==> src/hw/rtl/srv_isqrt.sv <==
// Pipelined integer square root, one root bit per stage, with remainder.
module srv_isqrt #(
   parameter int IW    = 48,
   parameter int SIDEW = 1
) (
   input  logic             clock,
   input  logic             reset,
   input  logic             in_valid,
   input  logic [IW-1:0]    in_radicand,
   input  logic [SIDEW-1:0] in_side,
   output logic             out_valid,
   output logic [IW/2-1:0]  out_root,
   output logic [IW/2+1:0]  out_rem,
   output logic [SIDEW-1:0] out_side
);

   localparam int RW = IW / 2;

   logic             v_ff    [RW];
   logic [RW-1:0]    root_ff [RW];
   logic [RW+1:0]    rem_ff  [RW];
   logic [IW-1:0]    x_ff    [RW];
   logic [SIDEW-1:0] side_ff [RW];

   for (genvar j = 0; j < RW; j++) begin : g_stage
      logic             pv;
      logic [RW-1:0]    proot;
      logic [RW+1:0]    prem;
      logic [IW-1:0]    px;
      logic [SIDEW-1:0] pside;
      logic [RW+1:0]    cur_in;
      logic [RW+1:0]    trial_in;
      logic             ge_in;

      if (j == 0) begin : g_first
         assign pv    = in_valid;
         assign proot = '0;
         assign prem  = '0;
         assign px    = in_radicand;
         assign pside = in_side;
      end else begin : g_next
         assign pv    = v_ff[j-1];
         assign proot = root_ff[j-1];
         assign prem  = rem_ff[j-1];
         assign px    = x_ff[j-1];
         assign pside = side_ff[j-1];
      end

      assign cur_in   = {prem[RW-1:0], px[IW-1 -: 2]};
      assign trial_in = {proot, 2'b01};
      assign ge_in    = (cur_in >= trial_in);

      always_ff @(posedge clock) begin
         if (reset) begin
            v_ff[j] <= 1'b0;
         end else begin
            v_ff[j] <= pv;
         end
      end

      always_ff @(posedge clock) begin
         root_ff[j] <= {proot[RW-2:0], ge_in};
         rem_ff[j]  <= ge_in ? (cur_in - trial_in) : cur_in;
         x_ff[j]    <= px << 2;
         side_ff[j] <= pside;
      end
   end

   assign out_valid = v_ff[RW-1];
   assign out_root  = root_ff[RW-1];
   assign out_rem   = rem_ff[RW-1];
   assign out_side  = side_ff[RW-1];

endmodule

==> config.mk <==
export PLATFORM = sky130hd
export DESIGN_NAME = srv_isqrt
export DESIGN_NICKNAME = d
export VERILOG_FILES = /design/src/hw/rtl/srv_isqrt.sv
export SDC_FILE = /design/constraint.sdc
export NUM_CORES = 2
export LEC_CHECK = 0
export ABC_AREA = 1
export BUFFER_PORTS_ARGS = -buffer_cell sky130_fd_sc_hd__clkbuf_2
export CORE_UTILIZATION = 34
export CTS_CLUSTER_SIZE = 30
export DETAILED_ROUTE_END_ITERATION = 6
export PLACE_DENSITY = 0.52
export SLEW_MARGIN = 20
export SYNTH_ARGS = -nofsm -noshare
export SYNTH_HDL_FRONTEND = slang
export SYNTH_SLANG_ARGS = --single-unit
==> constraint.sdc <==
create_clock -name clock -period 2.15 [get_ports clock]
set_input_delay 0.43 -clock clock [delete_from_list [all_inputs] [get_ports clock]]
set_output_delay 0.43 -clock clock [all_outputs]
set_load 0.03 [all_outputs]
==> results.yml <==
run_status:
  outcome: "finished, final reports clean"
clock_network:
  cts-buffers-inserted: 160
  clk-insertion-delay-late_ns: 0.81
  clock_tree_from_tritoncts: "done"
  clkSinkCount: 1448
  ctsHtreeMaxLevel: 4
  clk_pin_slew_ns: 0.06
  clock_tree.buffer_depth: 3
  cts_root_buffer_type: "sky130_fd_sc_hd__clkbuf_16"
logic_synthesis:
  ys.flop_type: "sky130_fd_sc_hd__dfxtp_1"
  synth.yosys.warnings: 0
  synth.yosys.seq_area_share_pct: 45.6
  yosys-top-cells-area: "sky130_fd_sc_hd__dfxtp_1 (46%), sky130_fd_sc_hd__nand2_1 (17%), sky130_fd_sc_hd__inv_1 (8.9%), sky130_fd_sc_hd__ha_1 (6.4%), sky130_fd_sc_hd__nor2_1 (4.4%)"
  avgSynthCellArea_um2: 7.24
  synth_seq_cells: 1448
  synth_fp_nets: 9153
  synth.largest_area_cell: "sky130_fd_sc_hd__dfxtp_1"
  share_of_the_synthesized_area_in_the_top_cell_type_pct: 45.6
  postSynthCellCount: 8774
  synth_area_mm2: 0.0636
  yosys.cell_types.count: 54
  synth_edf_count: 0
  synthArstFlopShare_pct: 0
critical_path:
  crit_path_frequent_cell: "sky130_fd_sc_hd__nand2_1"
  crit_slowest_cell: "sky130_fd_sc_hd__dfxtp_2"
  worst_path_dominant_cell_family: "compound AO/OA/AOI/OAI gates"
  worstPathCellList: "inv_1 > ha_1 > nand2_1 > o21ai_2 > nand2_1 > nand2_2 > nand2_1 > nand3_2 > nor2_4 > buf_6 > buf_4 > o21ai_0"
  setup.worst_path.start_class: "register"
  critPathKind: "reg -> reg"
  cp_data_arrival_time_ns: 2.76
  worst_ep_required_time_ns: 2.84
  crit_path_max_incr_delay_ns: 0.33
  crit_fanout: 9
  number_of_buffers_and_inverters_on_the_critical_path: 3
  setup.worst_path.end_class: "register"
global_route:
  grt_max_degree: 28
  grt_remaining_overflow: 0
  wire_length_of_the_first_global_routing_pass_um: 282000
  first_global_vias: 52877
  grt_usage_pct: 18.8
  grt_antenna_before_repair: 2
power:
  report.power.total_uw: 91300
  leakage_uw: 0.0417
  power-per-cell-area_mw_per_mm2: 1160
  ir_worst_vdd_v: 0.000845
placed_design:
  port_buffers: 103
  post-dp-hpwl_um: 144000
  gp_congestion: 0.901
  place_inst: 11807
sta:
  max_freq_mhz: 485
  timing.final.crit_period_ns: 2.06
  rsz0062_at_grt: "true"
  skew_ns: 0.0332
  timing.slew.headroom_pct: 61.0
  tightestPinTransition_ns: 0.579
  timing.setup.tns_ns: 0
  timing.final.crit_share_pct: 96.0
  timing.final.hold_violations: 0
  finalSetupViolCount: 0
  count_of_final_max_slew_check_failures: 0
route:
  avgViaCountPerCell: 4.47
  num_vias: 54403
  route.antenna.remaining_nets: 0
  drt-total-wl_um: 178000
  routed_wire_length_per_instance_um: 14.6
  drt-pass1-iter-count: 6
  drcViolationCount: 0
  detail_route.iter0.violations: 3291
final_layout:
  final_nets: 9939
  final_common_cell: "sky130_fd_sc_hd__nand2_1"
  num_antenna_cells: 0
  final_core_utilization_pct: 42.3
  final_layout_size_suffix_gt1_share_pct: 13.7
  mostFrequentLayoutCells: "sky130_fd_sc_hd__nand2_1 (2880), sky130_fd_sc_hd__inv_1 (1501), sky130_fd_sc_hd__dfxtp_1 (1399), sky130_fd_sc_hd__nor2_1 (684), sky130_fd_sc_hd__buf_4 (507)"
  stdcell_count: 12168
  areaGrowthSynthToFinish_pct: 23.6
floorplanning:
  die_width_um: 434
  dieArea_mm2: 0.189
  die_height_um: 434
  initial_core_util_pct: 34.2
  core_area_mm2: 0.186
  core.rowCount: 158
  number_of_ports_placed_on_the_die_boundary: 104
flow_run:
  max-cap-violations: 0
min_path:
  hp-class: "in -> reg"
==> area by class of cell <==
cell class | count | area, µm²
clock buffer | 214 | 4560
clock inverter | 76 | 1000
fill | 19125 | 107000
inverter | 1524 | 5760
multi-input combinational | 5728 | 29600
sequential | 1448 | 29100
tap | 2480 | 3100
timing repair buffer | 698 | 5440
==> Yosys cell counts (4+ instances only) <==
cell / count
sky130_fd_sc_hd__a21boi_0: 8
sky130_fd_sc_hd__nor2_2: 19
sky130_fd_sc_hd__and2_1: 13
sky130_fd_sc_hd__nor4_1: 13
sky130_fd_sc_hd__nor3_1: 63
sky130_fd_sc_hd__ha_1: 327
sky130_fd_sc_hd__o21ai_0: 165
sky130_fd_sc_hd__nor2_4: 9
sky130_fd_sc_hd__nor3b_1: 7
sky130_fd_sc_hd__or2_1: 4
sky130_fd_sc_hd__a21oi_2: 7
sky130_fd_sc_hd__nand3b_1: 87
sky130_fd_sc_hd__xor2_1: 163
sky130_fd_sc_hd__buf_2: 37
sky130_fd_sc_hd__o21ai_2: 10
sky130_fd_sc_hd__or2_2: 19
sky130_fd_sc_hd__nand3_2: 13
sky130_fd_sc_hd__buf_4: 16
sky130_fd_sc_hd__nand3_1: 509
sky130_fd_sc_hd__a21oi_1: 307
sky130_fd_sc_hd__inv_2: 13
sky130_fd_sc_hd__nand4_1: 155
sky130_fd_sc_hd__clkbuf_1: 5
sky130_fd_sc_hd__nor2_1: 738
sky130_fd_sc_hd__xnor2_1: 71
sky130_fd_sc_hd__nand2_2: 14
sky130_fd_sc_hd__buf_6: 19
sky130_fd_sc_hd__inv_1: 1508
sky130_fd_sc_hd__o21ai_1: 29
sky130_fd_sc_hd__dfxtp_1: 1448
sky130_fd_sc_hd__nand2_1: 2932
sky130_fd_sc_hd__o21bai_1: 15
==> registers in the layout, summed over array words and instances, names as in the netlist <==
name / count
v_ff: 24
root_ff: 300
x_ff: 552
side_ff: 24
rem_ff: 548
==> what timing repair did <==
item / CTS / global route
resized for setup: 35 / 355
pin swaps: 2 / 40
setup buffers: 1 / 14
hold buffers: 51 / 0
cloned: 1 / 4
endpoints found under the hold margin: 51 / 0
setup endpoints to repair: 121 / 457
==> through the flow <==
stage | instance area [µm²] | hold WS [ns] | setup slack (ns)
after floorplan | 63600 | 0.310 | 0.327
after global placement | 70800 | 0.309 | -0.225
after detailed placement | 70800 | 0.312 | -0.136
after CTS | 77000 | 0.0407 | 0.0000762
after global routing | 78600 | 0.111 | -0.0172
final | 78600 | 0.115 | 0.0862
==> report_power, final <==
part | switching [µW] | leakage (µW) | internal (µW)
combinational | 16600 | 0.0269 | 10800
clock | 11500 | 0.00270 | 16500
sequential | 4170 | 0.0121 | 31700
total | 32400 | 0.0417 | 59000
==> worst paths after layout <==
| path | slack (ns) | from | to | depth (start not counted) |
|---|---|---|---|---|
| setup / recovery | 0.09 | root_ff[0][168] | rem_ff[1][4] | 12 |
| hold / removal | 0.11 | reset | v_ff[0][2] | 2 |
| setup reg to reg | 0.09 | root_ff[0][168] | rem_ff[1][4] | 12 |
| hold reg to reg | 0.31 | x_ff[1][308] | x_ff[1][356] | 0 |
==> per-layer routing <==
layer / share of wire (%) / vias to the layer above / global-route usage (%)
li1: - / 28573 / -
met1: 47 / 24552 / 25.1
met2: 46 / 1044 / 31.4
met3: 4.2 / 234 / 2.59
met4: 2.2 / 0 / 5.36
met5: 0 / - / 0
==> logic make-up (layout without fill, tap and decap cells) <==
family | count (synthesis) | after routing | share of synthesized area, %
compound gates | 551 | 551 | 4.58
flops | 1448 | 1448 | 45.6
buf+inv | 1603 | 2512 | 9.89
simple gates | 4609 | 4614 | 30.2
xor+xnor | 235 | 235 | 3.25
other cells | 1 | 1 | 0.00590
fa+ha+maj | 327 | 327 | 6.44
Power figures use the tool's default switching activity.
